$ cat src/hdl/qubo_pattern_matrix_element_defines.svh
// Assertion macros for the QUBO pattern matrix element.
// Included by modules that check their own pipeline behavior; no other dependencies.
`ifndef QUBO_PATTERN_MATRIX_ELEMENT_DEFINES_SVH
`define QUBO_PATTERN_MATRIX_ELEMENT_DEFINES_SVH

// same-cycle implication, checked outside reset
`define QPME_ASSERT_IMPLY(label, clk, rst_n, ante, cons, msg) \
    label: assert property (@(posedge clk) disable iff (!(rst_n)) (ante) |-> (cons)) \
        else $error(msg);

// next-cycle implication, checked outside reset
`define QPME_ASSERT_NEXT(label, clk, rst_n, ante, cons, msg) \
    label: assert property (@(posedge clk) disable iff (!(rst_n)) (ante) |=> (cons)) \
        else $error(msg);

`endif

$ cat src/hdl/qpme_pkg.sv
// Package for the QUBO pattern matrix element: register indexes, mode codes,
// pattern bit positions and size limits. No dependencies.
package qpme_pkg;

    localparam int unsigned MAX_VARS   = 16;
    localparam int unsigned MAX_DOMAIN = 16;

    localparam int unsigned IDX_W  = 4;
    localparam int unsigned SIZE_W = 5;
    localparam int unsigned CFG_IDX_W  = 3;
    localparam int unsigned CFG_DATA_W = 16;
    localparam int unsigned IN_W   = 4 * IDX_W;
    localparam int unsigned ENTRY_W = 32;

    localparam logic [SIZE_W-1:0] DOMAIN_SAT = SIZE_W'(MAX_DOMAIN);

    // configuration register indexes
    localparam logic [CFG_IDX_W-1:0] CFG_DIAG_MODE     = 3'd0;
    localparam logic [CFG_IDX_W-1:0] CFG_PATTERN_FLAGS = 3'd1;
    localparam logic [CFG_IDX_W-1:0] CFG_DOMAIN_SIZE   = 3'd2;
    localparam logic [CFG_IDX_W-1:0] CFG_NUM_VARIABLES = 3'd3;
    localparam logic [CFG_IDX_W-1:0] CFG_START_VALUE   = 3'd4;
    localparam logic [CFG_IDX_W-1:0] CFG_PARAM_VALUE   = 3'd5;
    localparam logic [CFG_IDX_W-1:0] CFG_PARAM_GIVEN   = 3'd6;

    // diagonal modes; the spare code behaves as none
    localparam logic [1:0] DIAG_NONE      = 2'd0;
    localparam logic [1:0] DIAG_MINUS_ONE = 2'd1;
    localparam logic [1:0] DIAG_LINEAR    = 2'd2;
    localparam logic [1:0] DIAG_UNUSED    = 2'd3;

    // pattern flag bit positions
    localparam int unsigned PAT_EQUAL       = 0;
    localparam int unsigned PAT_DIFFERENT   = 1;
    localparam int unsigned PAT_GREATER     = 2;
    localparam int unsigned PAT_GREATER_EQ  = 3;
    localparam int unsigned PAT_LESS        = 4;
    localparam int unsigned PAT_LESS_EQ     = 5;
    localparam int unsigned PAT_POS_PEN     = 6;
    localparam int unsigned PAT_POS_REW     = 7;
    localparam int unsigned PAT_NOPOS_PEN   = 8;
    localparam int unsigned PAT_NOPOS_REW   = 9;
    localparam int unsigned PAT_SWAP        = 10;
    localparam int unsigned PAT_REPEL       = 11;
    localparam int unsigned PAT_ATTRACT     = 12;
    localparam int unsigned PAT_LINEAR      = 13;
    localparam int unsigned PAT_W           = 14;

endpackage

$ cat src/hdl/qubo_pattern_matrix_element.sv
// QUBO pattern matrix element: one registered pass from indices to matrix entry.
// Depends on qpme_pkg and qubo_pattern_matrix_element_defines.svh.
//
// Takes one entry address and returns one entry per cycle while m_axis_tready holds.
// Each word goes into an input register, through one 19x9 signed multiplier and a
// 32-bit sum, and into the result register; the input side keeps accepting while
// a result waits as long as the input register is empty. Configuration writes are
// always ready and must be made while no word is in flight.
module qubo_pattern_matrix_element
    import qpme_pkg::*;
(
    input  logic                  i_clk,
    input  logic                  i_rst_n,
    input  logic                  s_axis_tvalid,
    output logic                  s_axis_tready,
    // row_var[3:0], row_val[7:4], col_var[11:8], col_val[15:12]
    input  logic [IN_W-1:0]       s_axis_tdata,
    output logic                  m_axis_tvalid,
    input  logic                  m_axis_tready,
    // entry_value[31:0]
    output logic [ENTRY_W-1:0]    m_axis_tdata,
    // entry_valid[0]
    output logic                  m_axis_tuser,
    input  logic                  i_cfg_valid,
    output logic                  o_cfg_ready,
    input  logic [CFG_IDX_W-1:0]  i_cfg_index,
    input  logic [CFG_DATA_W-1:0] i_cfg_data
);

    `include "qubo_pattern_matrix_element_defines.svh"

    // configuration
    logic [1:0]        r_diag_mode;
    logic [PAT_W-1:0]  r_flags;
    logic [SIZE_W-1:0] r_domain;
    logic [SIZE_W-1:0] r_nvars;
    logic [7:0]        r_start;
    logic [15:0]       r_param;
    logic              r_param_given;

    assign o_cfg_ready = 1'b1;

    always_ff @(posedge i_clk) begin
        if (!i_rst_n) begin
            r_diag_mode   <= DIAG_NONE;
            r_flags       <= '0;
            r_domain      <= SIZE_W'(1);
            r_nvars       <= SIZE_W'(1);
            r_start       <= '0;
            r_param       <= '0;
            r_param_given <= 1'b0;
        end else if (i_cfg_valid) begin
            unique case (i_cfg_index)
                CFG_DIAG_MODE:     r_diag_mode   <= i_cfg_data[1:0];
                CFG_PATTERN_FLAGS: r_flags       <= i_cfg_data[PAT_W-1:0];
                CFG_DOMAIN_SIZE:   r_domain      <= i_cfg_data[SIZE_W-1:0];
                CFG_NUM_VARIABLES: r_nvars       <= i_cfg_data[SIZE_W-1:0];
                CFG_START_VALUE:   r_start       <= i_cfg_data[7:0];
                CFG_PARAM_VALUE:   r_param       <= i_cfg_data;
                CFG_PARAM_GIVEN:   r_param_given <= i_cfg_data[0];
                default: begin
                end
            endcase
        end
    end

    // pipeline control
    logic             r_s1_valid;
    logic [IDX_W-1:0] r_rv, r_rd, r_cv, r_cd;
    logic             r_out_valid;
    logic [ENTRY_W-1:0] r_out_value;
    logic             r_out_flag;
    logic             adv_out;

    assign adv_out       = !r_out_valid || m_axis_tready;
    assign s_axis_tready = !r_s1_valid || adv_out;
    assign m_axis_tvalid = r_out_valid;
    assign m_axis_tdata  = r_out_value;
    assign m_axis_tuser  = r_out_flag;

    always_ff @(posedge i_clk) begin
        if (!i_rst_n) begin
            r_s1_valid <= 1'b0;
        end else if (s_axis_tready) begin
            r_s1_valid <= s_axis_tvalid;
        end
    end

    always_ff @(posedge i_clk) begin
        if (s_axis_tready && s_axis_tvalid) begin
            r_rv <= s_axis_tdata[IDX_W-1:0];
            r_rd <= s_axis_tdata[2*IDX_W-1:IDX_W];
            r_cv <= s_axis_tdata[3*IDX_W-1:2*IDX_W];
            r_cd <= s_axis_tdata[4*IDX_W-1:3*IDX_W];
        end
    end

    // entry computation
    logic              in_range, upper, valid;
    logic              is_diag, same_var;
    logic [SIZE_W-1:0] ds_sat;
    logic signed [8:0]  a, b;
    logic signed [15:0] p_diag, p_cross;
    logic signed [18:0] mul_x;
    logic signed [8:0]  mul_y;
    logic signed [27:0] prod;
    logic              mul_en;
    logic [IDX_W-1:0]  val_dist;
    logic [16:0]       rep_t, att_t;
    logic [15:0]       rep, att;
    logic              v_eq, v_lt, v_gt, coincide, apart, full_swap, half_swap;
    logic [3:0]        pos_cnt;
    logic [2:0]        neg_cnt;
    logic signed [4:0] pat_sum;
    logic signed [31:0] other;
    logic [ENTRY_W-1:0] n_out_value;

    always_comb begin
        in_range = ({1'b0, r_rv} < r_nvars) && ({1'b0, r_cv} < r_nvars) &&
                   ({1'b0, r_rd} < r_domain) && ({1'b0, r_cd} < r_domain);
        upper    = (r_rv < r_cv) || ((r_rv == r_cv) && (r_rd <= r_cd));
        valid    = in_range && upper;
        same_var = (r_rv == r_cv);
        is_diag  = same_var && (r_rd == r_cd);
        ds_sat   = (r_domain > DOMAIN_SAT) ? DOMAIN_SAT : r_domain;

        a = $signed({5'b0, r_rd} + {r_start[7], r_start});
        b = $signed({5'b0, r_cd} + {r_start[7], r_start});
        p_diag  = r_param_given ? $signed(r_param) : 16'sd1;
        p_cross = r_param_given ? $signed(r_param) : 16'sd0;

        // diagonal uses (a - 2p) * a, the others (2a) * b
        if (is_diag) begin
            mul_x = $signed({{10{a[8]}}, a} - {p_diag[15], p_diag[15], p_diag, 1'b0});
            mul_y = a;
        end else begin
            mul_x = $signed({{9{a[8]}}, a, 1'b0});
            mul_y = b;
        end
        prod   = mul_x * mul_y;
        mul_en = same_var ? (r_diag_mode == DIAG_LINEAR) : r_flags[PAT_LINEAR];

        val_dist = (r_rd > r_cd) ? (r_rd - r_cd) : (r_cd - r_rd);
        rep_t = {p_cross[15], p_cross} - {13'b0, val_dist};
        att_t = {13'b0, val_dist} - {12'b0, ds_sat} + 17'd1 + {p_cross[15], p_cross};
        rep   = (r_flags[PAT_REPEL] && !rep_t[16]) ? rep_t[15:0] : 16'd0;
        att   = (r_flags[PAT_ATTRACT] && !att_t[16]) ? att_t[15:0] : 16'd0;

        v_eq      = (r_rd == r_cd);
        v_lt      = (r_rd < r_cd);
        v_gt      = (r_rd > r_cd);
        coincide  = (r_rv == r_rd) || (r_cv == r_cd);
        apart     = (r_rv != r_rd) && (r_rv != r_cd) && (r_cv != r_rd) && (r_cv != r_cd);
        full_swap = (r_rv == r_cd) && (r_cv == r_rd);
        half_swap = !full_swap && ((r_rv == r_cd) || (r_cv == r_rd));

        pos_cnt = 4'(v_eq && r_flags[PAT_EQUAL])      + 4'(v_eq && r_flags[PAT_GREATER_EQ])
                + 4'(v_eq && r_flags[PAT_LESS_EQ])    + 4'(v_lt && r_flags[PAT_DIFFERENT])
                + 4'(v_lt && r_flags[PAT_LESS])       + 4'(v_lt && r_flags[PAT_LESS_EQ])
                + 4'(v_gt && r_flags[PAT_DIFFERENT])  + 4'(v_gt && r_flags[PAT_GREATER])
                + 4'(v_gt && r_flags[PAT_GREATER_EQ]) + 4'(coincide && r_flags[PAT_POS_REW])
                + 4'(apart && r_flags[PAT_NOPOS_REW]) + 4'(half_swap && r_flags[PAT_SWAP]);
        neg_cnt = 3'(coincide && r_flags[PAT_POS_PEN]) + 3'(apart && r_flags[PAT_NOPOS_PEN])
                + 3'(full_swap && r_flags[PAT_SWAP]);
        pat_sum = $signed({1'b0, pos_cnt}) - $signed({2'b0, neg_cnt});

        priority if (is_diag) begin
            other = (r_diag_mode == DIAG_MINUS_ONE) ? -32'sd1 : 32'sd0;
        end else if (same_var) begin
            other = 32'sd2;
        end else begin
            other = 32'(pat_sum) + $signed({16'b0, rep}) + $signed({16'b0, att});
        end

        if (!valid) begin
            n_out_value = '0;
        end else begin
            n_out_value = ENTRY_W'(other + (mul_en ? 32'(prod) : 32'sd0));
        end
    end

    always_ff @(posedge i_clk) begin
        if (!i_rst_n) begin
            r_out_valid <= 1'b0;
        end else if (adv_out) begin
            r_out_valid <= r_s1_valid;
        end
    end

    always_ff @(posedge i_clk) begin
        if (adv_out && r_s1_valid) begin
            r_out_value <= n_out_value;
            r_out_flag  <= valid;
        end
    end

    `QPME_ASSERT_IMPLY(a_invalid_zero, i_clk, i_rst_n,
        m_axis_tvalid && !m_axis_tuser, m_axis_tdata == '0, "invalid entry not zero")
    `QPME_ASSERT_IMPLY(a_no_overrun, i_clk, i_rst_n,
        r_s1_valid && !adv_out, !s_axis_tready, "input register overrun")
    `QPME_ASSERT_NEXT(a_advance, i_clk, i_rst_n,
        r_s1_valid && adv_out, r_out_valid, "word lost between stages")
    `QPME_ASSERT_NEXT(a_diag_minus_one, i_clk, i_rst_n,
        r_s1_valid && adv_out && valid && is_diag && (r_diag_mode == DIAG_MINUS_ONE),
        m_axis_tdata == {ENTRY_W{1'b1}}, "diagonal minus one wrong")

endmodule
$ cat config.mk
export PLATFORM = sky130hd
export DESIGN_NAME = qubo_pattern_matrix_element
export DESIGN_NICKNAME = d
export VERILOG_FILES = /design/src/hdl/qpme_pkg.sv /design/src/hdl/qubo_pattern_matrix_element.sv
export VERILOG_INCLUDE_DIRS = /design/src /design/src/hdl
export SDC_FILE = /design/constraint.sdc
export NUM_CORES = 1
export LEC_CHECK = 0
export ABC_AREA = 1
export BUFFER_PORTS_ARGS = -buffer_cell sky130_fd_sc_hd__buf_4
export CAP_MARGIN = 10
export CORE_MARGIN = 4
export CORE_UTILIZATION = 42
export CTS_CLUSTER_DIAMETER = 120
export DETAILED_ROUTE_END_ITERATION = 6
export PLACE_DENSITY = 0.57
export SLEW_MARGIN = 20
export SYNTH_ARGS = -nofsm -noshare
export SYNTH_HDL_FRONTEND = slang
export SYNTH_SLANG_ARGS = --single-unit
$ cat constraint.sdc
create_clock -name i_clk -period 17.33 [get_ports i_clk]
set_input_delay 2.5995 -clock i_clk [delete_from_list [all_inputs] [get_ports i_clk]]
set_output_delay 2.5995 -clock i_clk [all_outputs]
set_load 0.02 [all_outputs]
==> impl_metrics.tcl, run 1 <==
set metrics [dict create \
    outcome "finished clean" \
    clockBufferDepth 2 \
    synth-seq-cells 102 \
    worst_path_most_repeated_cell "a21oi_1" \
    cp-end-kind "flip-flop" \
    track_usage_pct 22.8 \
    switchingPower_w 0.000581 \
    tns_ns 0 \
    ys_async_sr_fraction_pct 0 \
    die_h_um 210 \
    vdd_drop_max_mv 0.0513 \
    syn_area_per_cell_um2 7.23 \
    yosys.cell_types.count 64 \
    start_util_pct 42.8 \
    grt_start_max_net_pins 51 \
    first_pass_iters 5 \
    ant_nets 0 \
    muxShareOfSynthArea_pct 0.0587 \
    worstSetupStartpointType "flip-flop" \
    period_minus_slack_ns 9.78 \
    netlist_area_um2 17100 \
    relSlewSlack_pct 39.3 \
    cts-root-buf "clkbuf_16" \
    synthSimpleGateAreaFrac_pct 24.7 \
    leakagePower_nw 9.63 \
    setup_viol 0 \
    ys.flop_type "dfxtp_1" \
    wl_mm 49.6 \
    antenna_cells 0 \
    comb_power_share_pct 58.4 \
    grt_pass1_vias 15500 \
    antenna_found_initial 0 \
    grt_pass1_wl_mm 81.2 \
    gp_congestion 0.909 \
    synth_xor_area_share_pct 3.38 \
    min_period_over_period_pct 56.4 \
    cts.repair.resized 0 \
    core_um2 39900 \
    yosysSeqAreaShare_pct 14.8 \
    drt_iter0_markers 903 \
    num_vias 15400 \
    seq_power_share_pct 22.8 \
    synth_compound_area_share_pct 13.2 \
    die_w_um 210 \
    nFillCells 4125 \
    intPower_w 0.000608 \
    p_clk_share_pct 18.8 \
    fmax_ghz 0.102 \
    areaGrowthSynthToFinish_pct 7.87 \
    maxCapViolations 0 \
    post-cts-setup-buffers 0 \
    synth_edf_count 49 \
    cts_max_level 3 \
    skew_ns 0.0181 \
    cts_hold_buf 0 \
    boundaryPins 76 \
    critPathRequiredTime_ns 17.48 \
    finish.utilization_pct 46.1 \
    drc 0 \
    postSynthNetCount 2752 \
    crit_type "flip-flop to flip-flop" \
    swShare_pct 48.9 \
    worstSkewPairLatency_ns 0.39 \
    cts_buffers 9 \
    postSynthCellCount 2361 \
    dieArea_um2 43900 \
    yosysWarnings 0 \
    post_drt_via_cell_ratio 5.25 \
    dp_hpwl_mm 41.3 \
    finish.net_count 2804 \
    hold_violations 0 \
    clk_pin_slew_worst_paths_ns 0.09 \
    synth_top_family_by_area "adder cells" \
    cts.sinks 102 \
    cts_tree "yes" \
    wire_per_inst_um 16.9 \
    cp_max_fo 10 \
    port_buffers 74 \
    cpMaxStageDelayCell "fa_1" \
    critPathArrivalTime_ns 9.93 \
    drive_gt1_share_pct 7.90 \
    slew_violations 0 \
    tightest_slew_ns 0.911 \
    synthAdderAreaFrac_pct 33.2 \
    cpPeakStageDelay_ns 0.62 \
    grt_overflow 0 \
    powerDensity_nw_per_um2 64.6 \
    grt_setup_unrepaired "false" \
    hold_class "flip-flop to flip-flop" \
    rows 73 \
]
[cell families (layout without fill, tap and decap cells)]
group | after synthesis | in the layout
fa+ha+maj | 351 | 351
flops | 102 | 102
buf+inv | 453 | 510
other cells | 1 | 1
xor+xnor | 65 | 65
mux | 1 | 1
simple gates | 991 | 991
compound gates | 397 | 397
[power groups by stage]
| stage | registers (W) | logic [W] | clock network, W |
|---|---|---|---|
| detailed placement | 0.000277 | 0.000693 | 0 |
| CTS | 0.000271 | 0.000698 | 0.000230 |
| global route | 0.000272 | 0.000796 | 0.000238 |
| floorplan | 0.000277 | 0.000514 | 0 |
| finish | 0.000271 | 0.000695 | 0.000223 |
| global placement | 0.000277 | 0.000689 | 0 |
[flip-flops by register name (all words and copies together), names as in the netlist, 2 cells and up]
name and cells:
r_flags 14, r_param 16, r_nvars 5, r_start 8, r_cv 4, r_domain 5
r_rv 4, r_diag_mode 2, m_axis_tdata 32, r_cd 4, r_rd 4
[metal layers]
metal	routed length (µm)	part of all wire (%)	track usage [%]	vias to the layer above
li1	-	-	-	7693
met3	1800	3.6	2.36	43
met5	0	0	0	-
met1	22800	46	30.6	7392
met4	708	1.4	4.43	0
met2	24300	49	40.2	318
[critical path: cells and delay by family (launching register included)]
family | cells | cell delay (ns)
adder cells (fa/ha/maj) | 10 | 4.26
flip-flops | 1 | 0.48
AO/OA/AOI/OAI | 10 | 1.80
buffers and inverters | 2 | 0.35
AND/OR/NAND/NOR | 16 | 2.64
[synthesized netlist by cell type (12+ instances only)]
master    number  area share, %
nand2_2       22           0.81
buf_2         12           0.35
inv_2         21           0.46
nand3_1      120            3.5
inv_1        390            8.6
dfxtp_1       53            6.2
a21oi_1      171            5.0
xor2_1        31            1.6
nor3_1        17           0.50
xnor2_1       33            1.7
a21o_1        14           0.62
nand4_1       22           0.81
nor2_1       306            6.7
nand2_1      453             10
clkbuf_1      12           0.26
fa_1         170             20
o21ai_0      130            3.8
ha_1         181             13
o21ai_2       13           0.67
edfxtp_1      49            8.6
[cells in the final DEF, fill, tap and decap left out, types with 17 or more instances in the layout]
cell type and n:
nor3_1 17, inv_2 21, fa_1 170, ha_1 181, dfxtp_1 53, nor2_1 306
a21oi_1 170, xor2_1 31, o21ai_0 130, nand4_1 22, nand2_1 453, inv_1 390
edfxtp_1 49, nand2_2 22, buf_4 80, nand3_1 120, xnor2_1 33
[through the flow]
stage / total power (W) / setup WS, ns / instances / area [µm²] / hold WS [ns]
floorplan: 0.000792 / 8.85 / 2361 / 17100 / 0.430
global placement: 0.000966 / 7.71 / 2927 / 18100 / 0.443
detailed placement: 0.000969 / 7.63 / 2927 / 18100 / 0.451
CTS: 0.00120 / 7.59 / 2943 / 18400 / 0.464
global route: 0.00131 / 6.51 / 2943 / 18400 / 0.480
finish: 0.00119 / 7.55 / 2943 / 18400 / 0.464
[final timing paths]
check,cells after the start,startpoint,slack [ns],end
setup / recovery,38,r_rd[0]$_DFFE_PP_,7.55,m_axis_tdata[25]$_SDFFCE_PN0P_
hold / removal,2,r_flags[9]$_SDFFE_PN0P_,0.46,r_flags[9]$_SDFFE_PN0P_
setup reg to reg,38,r_rd[0]$_DFFE_PP_,7.55,m_axis_tdata[25]$_SDFFCE_PN0P_
hold reg to reg,2,r_flags[9]$_SDFFE_PN0P_,0.46,r_flags[9]$_SDFFE_PN0P_
[layout make-up]
type                       instances  area (µm²)  share of cell area, %
clock inverter                     7        93.8                  0.510
multi-input combinational       1806       12700                   69.2
sequential                       102        2530                   13.8
inverter                         414        1560                   8.46
timing repair buffer              80         601                   3.26
tap                              525         657                   3.57
clock buffer                       9         225                   1.22
Note: power is estimated with default switching activity, not from simulation.
==> run 2: changes to the inputs <==
--- a/config.mk
+++ b/config.mk
@@ -6,7 +6,7 @@
 export SDC_FILE = /design/constraint.sdc
 export NUM_CORES = 1
 export LEC_CHECK = 0
-export ABC_AREA = 1
+export ABC_AREA = 0
 export BUFFER_PORTS_ARGS = -buffer_cell sky130_fd_sc_hd__buf_4
 export CAP_MARGIN = 10
 export CORE_MARGIN = 4
==> constraint.sdc (replaced) <==
create_clock -name i_clk -period 10.1 [get_ports i_clk]
set_input_delay 1.515 -clock i_clk [delete_from_list [all_inputs] [get_ports i_clk]]
set_output_delay 1.515 -clock i_clk [all_outputs]
set_load 0.02 [all_outputs]
==> run 2 against run 1 <==
Net effect: combinational power is 19% higher; final cell count down 14%; design area down 0.80%; core utilization is 2.0 points higher; fmax grew 1.7%; sequential power grew 69%; non-clock buffer count up 59; critical path depth fell by 1; via count fell by 13%; setup slack worse by 7.1 ns; global-route usage fell by 1.5 points; count of clock-buffer cells in the layout increased by 1; highest routed layer unchanged.
==> impl_metrics.tcl, run 2 <==
set metrics [dict create \
    vdd_drop_max_mv 0.103 \
    cts-root-buf "clkbuf_16" \
    boundaryPins 76 \
    yosysWarnings 0 \
    drt_iter0_markers 819 \
    postSynthCellCount 1924 \
    clk_pin_slew_worst_paths_ns 0.08 \
    cts_buffers 9 \
    antenna_cells 0 \
    outcome "finished clean" \
    gp_congestion 0.921 \
    synth_top_area_share_pct 20.9 \
    start_util_pct 43.0 \
    clockBufferDepth 2 \
    synth.area.top_cells "fa_1 (21%), ha_1 (14%), edfxtp_1 (9.0%)" \
    hold_class "flip-flop to flip-flop" \
    worstSkewPairLatency_ns 0.38 \
    areaGrowthSynthToFinish_pct 12.1 \
    finish.utilization_pct 48.1 \
    ys.flop_type "dfxtp_1" \
    synth-seq-cells 102 \
    finish.net_count 2414 \
    cts.sinks 102 \
    yosys.cell_types.count 87 \
    hold_violations 0 \
    cp_max_fo 7 \
    drc 0 \
    rrSetupSlack_ns 0.49 \
    skew_ns 0.0217 \
    track_usage_pct 21.2 \
    fmax_ghz 0.104 \
    ys_async_sr_fraction_pct 0 \
    critPathArrivalTime_ns 9.72 \
    synth_edf_count 49 \
    final_cell_mix "nand2_1 (236), inv_1 (224), ha_1 (176)" \
    post-place-cells 2515 \
    tightest_slew_ns 0.932 \
    post_drt_via_cell_ratio 5.31 \
    grt_start_max_net_pins 54 \
    placed_area_um2 17700 \
    die_w_um 205 \
    wire_per_inst_um 17.2 \
    tns_ns 0 \
    setup_viol 0 \
    min_period_over_period_pct 95.2 \
    largest_reg_flops 32 \
    crit_type "flip-flop to flip-flop" \
    synth_most_common_cell "nand2_1" \
    cp-end-kind "flip-flop" \
    postSynthNetCount 2315 \
    drive_gt1_share_pct 11.2 \
    core_um2 37900 \
    dp_hpwl_mm 36.7 \
    num_vias 13500 \
    rows 71 \
    syn_area_per_cell_um2 8.47 \
    grt_overflow 0 \
    first_pass_iters 5 \
    finish.instance_area_um2 18300 \
    synth_commonest_cells "nand2_1 (236), inv_1 (225), ha_1 (181), fa_1 (170), nor2_1 (162)" \
    yosysTopAreaCell "fa_1" \
    powerDensity_nw_per_um2 89.9 \
    fin_cells 2539 \
    antenna_found_initial 1 \
    period_minus_slack_ns 9.61 \
    critPathRequiredTime_ns 10.21 \
    die_h_um 205 \
    wl_mm 43.6 \
    slew_violations 0 \
    maxCapViolations 0 \
    final_common_cell "nand2_1" \
    cpMaxStageDelayCell "fa_1" \
    cts_max_level 3 \
    grt_pass1_vias 13600 \
    worst_path_most_repeated_cell "fa_1" \
    yosysSeqAreaShare_pct 15.5 \
    cts_tree "yes" \
    nFillCells 3703 \
    cpPeakStageDelay_ns 0.53 \
    dieArea_um2 42000 \
    leakagePower_nw 8.57 \
    cts_hold_buf 0 \
    relSlewSlack_pct 37.8 \
    grt_pass1_wl_mm 72.0 \
    worstSetupStartpointType "flip-flop" \
    netlist_area_um2 16300 \
    ant_nets 0 \
    port_buffers 74 \
]
run 2: final cells by class:
type                       instances  area (µm²)  share of cell area, %
clock inverter                     6        62.6                  0.343
clock buffer                      10         229                   1.25
timing repair buffer             139        1040                   5.71
inverter                         229         867                   4.75
multi-input combinational       1542       12900                   70.6
sequential                       102        2530                   13.9
tap                              511         639                   3.50
run 2: worst max-delay path: cells and delay by family, from the launching register on:
| kind | cells | cell delay (ns) |
|---|---|---|
| adders and majority gates | 11 | 4.27 |
| AOI/OAI and AO/OA | 12 | 3.07 |
| and+or+nand+nor | 5 | 0.60 |
| buffers and inverters | 7 | 0.59 |
| DFF | 1 | 0.48 |
| xor gates and xnor gates | 2 | 0.32 |
run 2: where the power goes:
group	internal, W	leakage [nW]	switching [W]
Clock	0.000175	0.143	0.000183
Sequential	0.000447	0.908	0.0000123
Combinational	0.000335	7.52	0.000489
run 2: worst paths after layout:
path,start,end,cells past startpoint
max,r_rd[0]$_DFFE_PP_,m_axis_tdata[25]$_SDFFCE_PN0P_,37
min,r_param[15]$_SDFFE_PN0P_,r_param[15]$_SDFFE_PN0P_,2
max reg2reg,r_rd[0]$_DFFE_PP_,m_axis_tdata[25]$_SDFFCE_PN0P_,37
min reg2reg,r_param[15]$_SDFFE_PN0P_,r_param[15]$_SDFFE_PN0P_,2
run 2: cell families (layout without fill, tap and decap cells):
logic type	Yosys count	after routing	share of synthesized area, %
AOI/OAI and AO/OA	392	392	16.4
buffers and inverters	280	384	6.64
muxes	23	23	1.44
DFF	102	102	15.5
adders and majority gates	351	351	34.8
other	1	1	0.0230
xor gates and xnor gates	107	107	5.80
and+or+nand+nor	668	668	19.4
run 2: metal layers:
layer  track usage (%)  up-vias  part of all wire, %
met1              29.8     6497                   48
met4              3.88        0                  1.5
li1                  -     6668                    -
met2              35.9      265                   47
met5                 0        -                    0
met3              2.53       44                  3.4
run 2: stage by stage:
stage,power [W],setup slack (ns),hold slack (ns)
floorplan,0.00105,0.294,0.439
global placement,0.00126,0.207,0.454
detailed placement,0.00126,-0.0451,0.459
CTS,0.00163,0.0973,0.470
global route,0.00177,-0.0460,0.492
finish,0.00164,0.488,0.469
run 2: timing repair:
action,in CTS,in global routing
endpoints found under the setup margin,5,17
pin swaps,0,7
buffers inserted,0,7
gates resized for setup,1,43
==> run 3: changes to the inputs <==
--- a/config.mk
+++ b/config.mk
@@ -10,10 +10,10 @@
 export BUFFER_PORTS_ARGS = -buffer_cell sky130_fd_sc_hd__buf_4
 export CAP_MARGIN = 10
 export CORE_MARGIN = 4
-export CORE_UTILIZATION = 42
+export CORE_UTILIZATION = 60
 export CTS_CLUSTER_DIAMETER = 120
 export DETAILED_ROUTE_END_ITERATION = 6
-export PLACE_DENSITY = 0.57
+export PLACE_DENSITY = 0.77
 export SLEW_MARGIN = 20
 export SYNTH_ARGS = -nofsm -noshare
 export SYNTH_HDL_FRONTEND = slang
==> run 3 against run 2 <==
Net effect: sequential cell count unchanged; non-clock buffer count down 6; global-route usage is 7.1 points higher; setup slack worse by 0.16 ns; register-to-register slack lost 0.16 ns; critical path depth shrank 1; die area shrank 29%.
==> impl_metrics.tcl, run 3 (synthesized netlist as in run 2, its figures left out) <==
set metrics [dict create \
    post_drt_via_cell_ratio 5.84 \
    first_pass_iters 5 \
    cts_max_level 3 \
    cts_hold_buf 0 \
    grt_pass1_wl_mm 69.7 \
    port_buffers 74 \
    drc 0 \
    hold_violations 0 \
    drt_iter0_markers 800 \
    grt_pass1_vias 13900 \
    crit_type "flip-flop to flip-flop" \
    cts.sinks 102 \
    relSlewSlack_pct 29.4 \
    cpMaxStageDelayCell "fa_1" \
    drive_gt1_share_pct 10.6 \
    wire_per_inst_um 18.3 \
    period_minus_slack_ns 9.77 \
    fmax_ghz 0.102 \
    placed_area_um2 17500 \
    leakagePower_nw 8.56 \
    die_h_um 173 \
    worstSkewPairLatency_ns 0.37 \
    track_usage_pct 28.3 \
    wl_mm 43.2 \
    areaGrowthSynthToFinish_pct 10.4 \
    critical_path.startpoint "r_rd[1]$_DFFE_PP_" \
    antenna_cells 0 \
    nFillCells 2287 \
    grt_start_max_net_pins 54 \
    dp_hpwl_mm 35.8 \
    grt_overflow 0 \
    num_vias 13800 \
    tightest_slew_ns 1.06 \
    maxCapViolations 0 \
    clockBufferDepth 2 \
    boundaryPins 76 \
    rows 60 \
    final_common_cell "nand2_1" \
    cp_max_fo 9 \
    gp_congestion 0.937 \
    outcome "finished clean" \
    core_um2 26800 \
    start_util_pct 60.8 \
    skew_ns 0.0180 \
    rr_startpoint "r_rd[1]$_DFFE_PP_" \
    worstSetupStartpointType "flip-flop" \
    vdd_drop_max_mv 0.0859 \
    dieArea_um2 29900 \
    post-place-cells 2344 \
    rrSetupSlack_ns 0.33 \
    worst_path_most_repeated_cell "fa_1" \
    die_w_um 173 \
    critPathArrivalTime_ns 9.89 \
    cp-end-kind "flip-flop" \
    powerDensity_nw_per_um2 94.9 \
    largest_reg_flops 32 \
    setup_viol 0 \
    timing.rr.end "m_axis_tdata[20]$_SDFFCE_PN0P_" \
    cts-root-buf "clkbuf_16" \
    finish.net_count 2408 \
    cts_tree "yes" \
    cpPeakStageDelay_ns 0.65 \
    slew_violations 0 \
    crit_end "m_axis_tdata[20]$_SDFFCE_PN0P_" \
    fin_cells 2363 \
    critPathRequiredTime_ns 10.22 \
    min_period_over_period_pct 96.8 \
    finish.instance_area_um2 18000 \
    ant_nets 0 \
    hold_class "flip-flop to flip-flop" \
    antenna_found_initial 0 \
    final_cell_mix "nand2_1 (236), inv_1 (224), ha_1 (179)" \
    cts_buffers 9 \
    ff2ff_path_depth 36 \
    clk_pin_slew_worst_paths_ns 0.09 \
]
[run 3: cell types whose count changed in the layout (fill, tap and decap cells not counted), moves of 2 or more]
cell / previous run / this run
ha_2: 5 / 2
inv_6: 4 / 1
a21oi_2: 10 / 12
buf_4: 139 / 133
o21ai_1: 23 / 26
nor3b_2: 4 / 0
nor3b_1: 13 / 17
ha_1: 176 / 179
a21oi_1: 83 / 81
[run 3: timing repair]
item,4_1_cts,5_1_grt
setup buffers,0,3
gates resized for setup,0,36
setup endpoints to repair,0,13
[run 3: per-stage QoR]
| step | util, % | power, W | setup WS [ns] | hold slack (ns) | TNS [ns] |
|---|---|---|---|---|---|
| 2_1_floorplan | - | 0.00105 | 0.294 | 0.439 | 0 |
| 4_1_cts | 66.5 | 0.00169 | 0.141 | 0.471 | 0 |
| 3_5_place_dp | 65.3 | 0.00130 | 0.173 | 0.458 | 0 |
| 5_1_grt | 67.1 | 0.00182 | -0.0575 | 0.506 | -0.297 |
| 3_3_place_gp | 65.3 | 0.00127 | 0.277 | 0.447 | 0 |
| 6_report | 67.1 | 0.00171 | 0.325 | 0.469 | 0 |
[run 3: layout make-up]
class / instances / area [µm²] / area share, %
timing repair buffer: 133 / 998 / 5.55
tap: 341 / 427 / 2.37
multi-input combinational: 1542 / 12800 / 71.4
clock inverter: 5 / 61.3 / 0.341
clock buffer: 11 / 264 / 1.47
sequential: 102 / 2530 / 14.1
inverter: 229 / 863 / 4.80
[run 3: where the power goes]
| part | internal [W] | total (W) | switching, W |
|---|---|---|---|
| Combinational | 0.000343 | 0.000857 | 0.000514 |
| Clock | 0.000197 | 0.000390 | 0.000193 |
| Sequential | 0.000447 | 0.000460 | 0.0000136 |
[run 3: worst min path at each step]
stage	startpoint	endpoint	depth (start not counted)	slack [ns]
floorplan	r_param[1]$_SDFFE_PN0P_	r_param[1]$_SDFFE_PN0P_	2	0.44
global placement	r_flags[4]$_SDFFE_PN0P_	r_flags[4]$_SDFFE_PN0P_	2	0.45
detailed placement	r_flags[4]$_SDFFE_PN0P_	r_flags[4]$_SDFFE_PN0P_	2	0.46
CTS	r_flags[4]$_SDFFE_PN0P_	r_flags[4]$_SDFFE_PN0P_	2	0.47
global route	r_flags[0]$_SDFFE_PN0P_	r_flags[0]$_SDFFE_PN0P_	2	0.51
finish	r_flags[4]$_SDFFE_PN0P_	r_flags[4]$_SDFFE_PN0P_	2	0.47
[run 3: worst max-delay path: cells and delay by family (launching register included)]
family	cells	cell delay [ns]
AOI/OAI and AO/OA	12	2.93
xor gates and xnor gates	2	0.26
adders and majority gates	10	4.33
buffers and inverters	7	0.68
DFF	1	0.50
and+or+nand+nor	5	0.80
[run 3: layer usage]
metal  vias up  share of wire (%)  global-route usage (%)
li1       6649                  -                       -
met1      6638                 42                    35.4
met2       419                 50                    50.1
met3       104                4.4                    3.02
met4         0                4.3                    12.3
met5         -                  0                       0
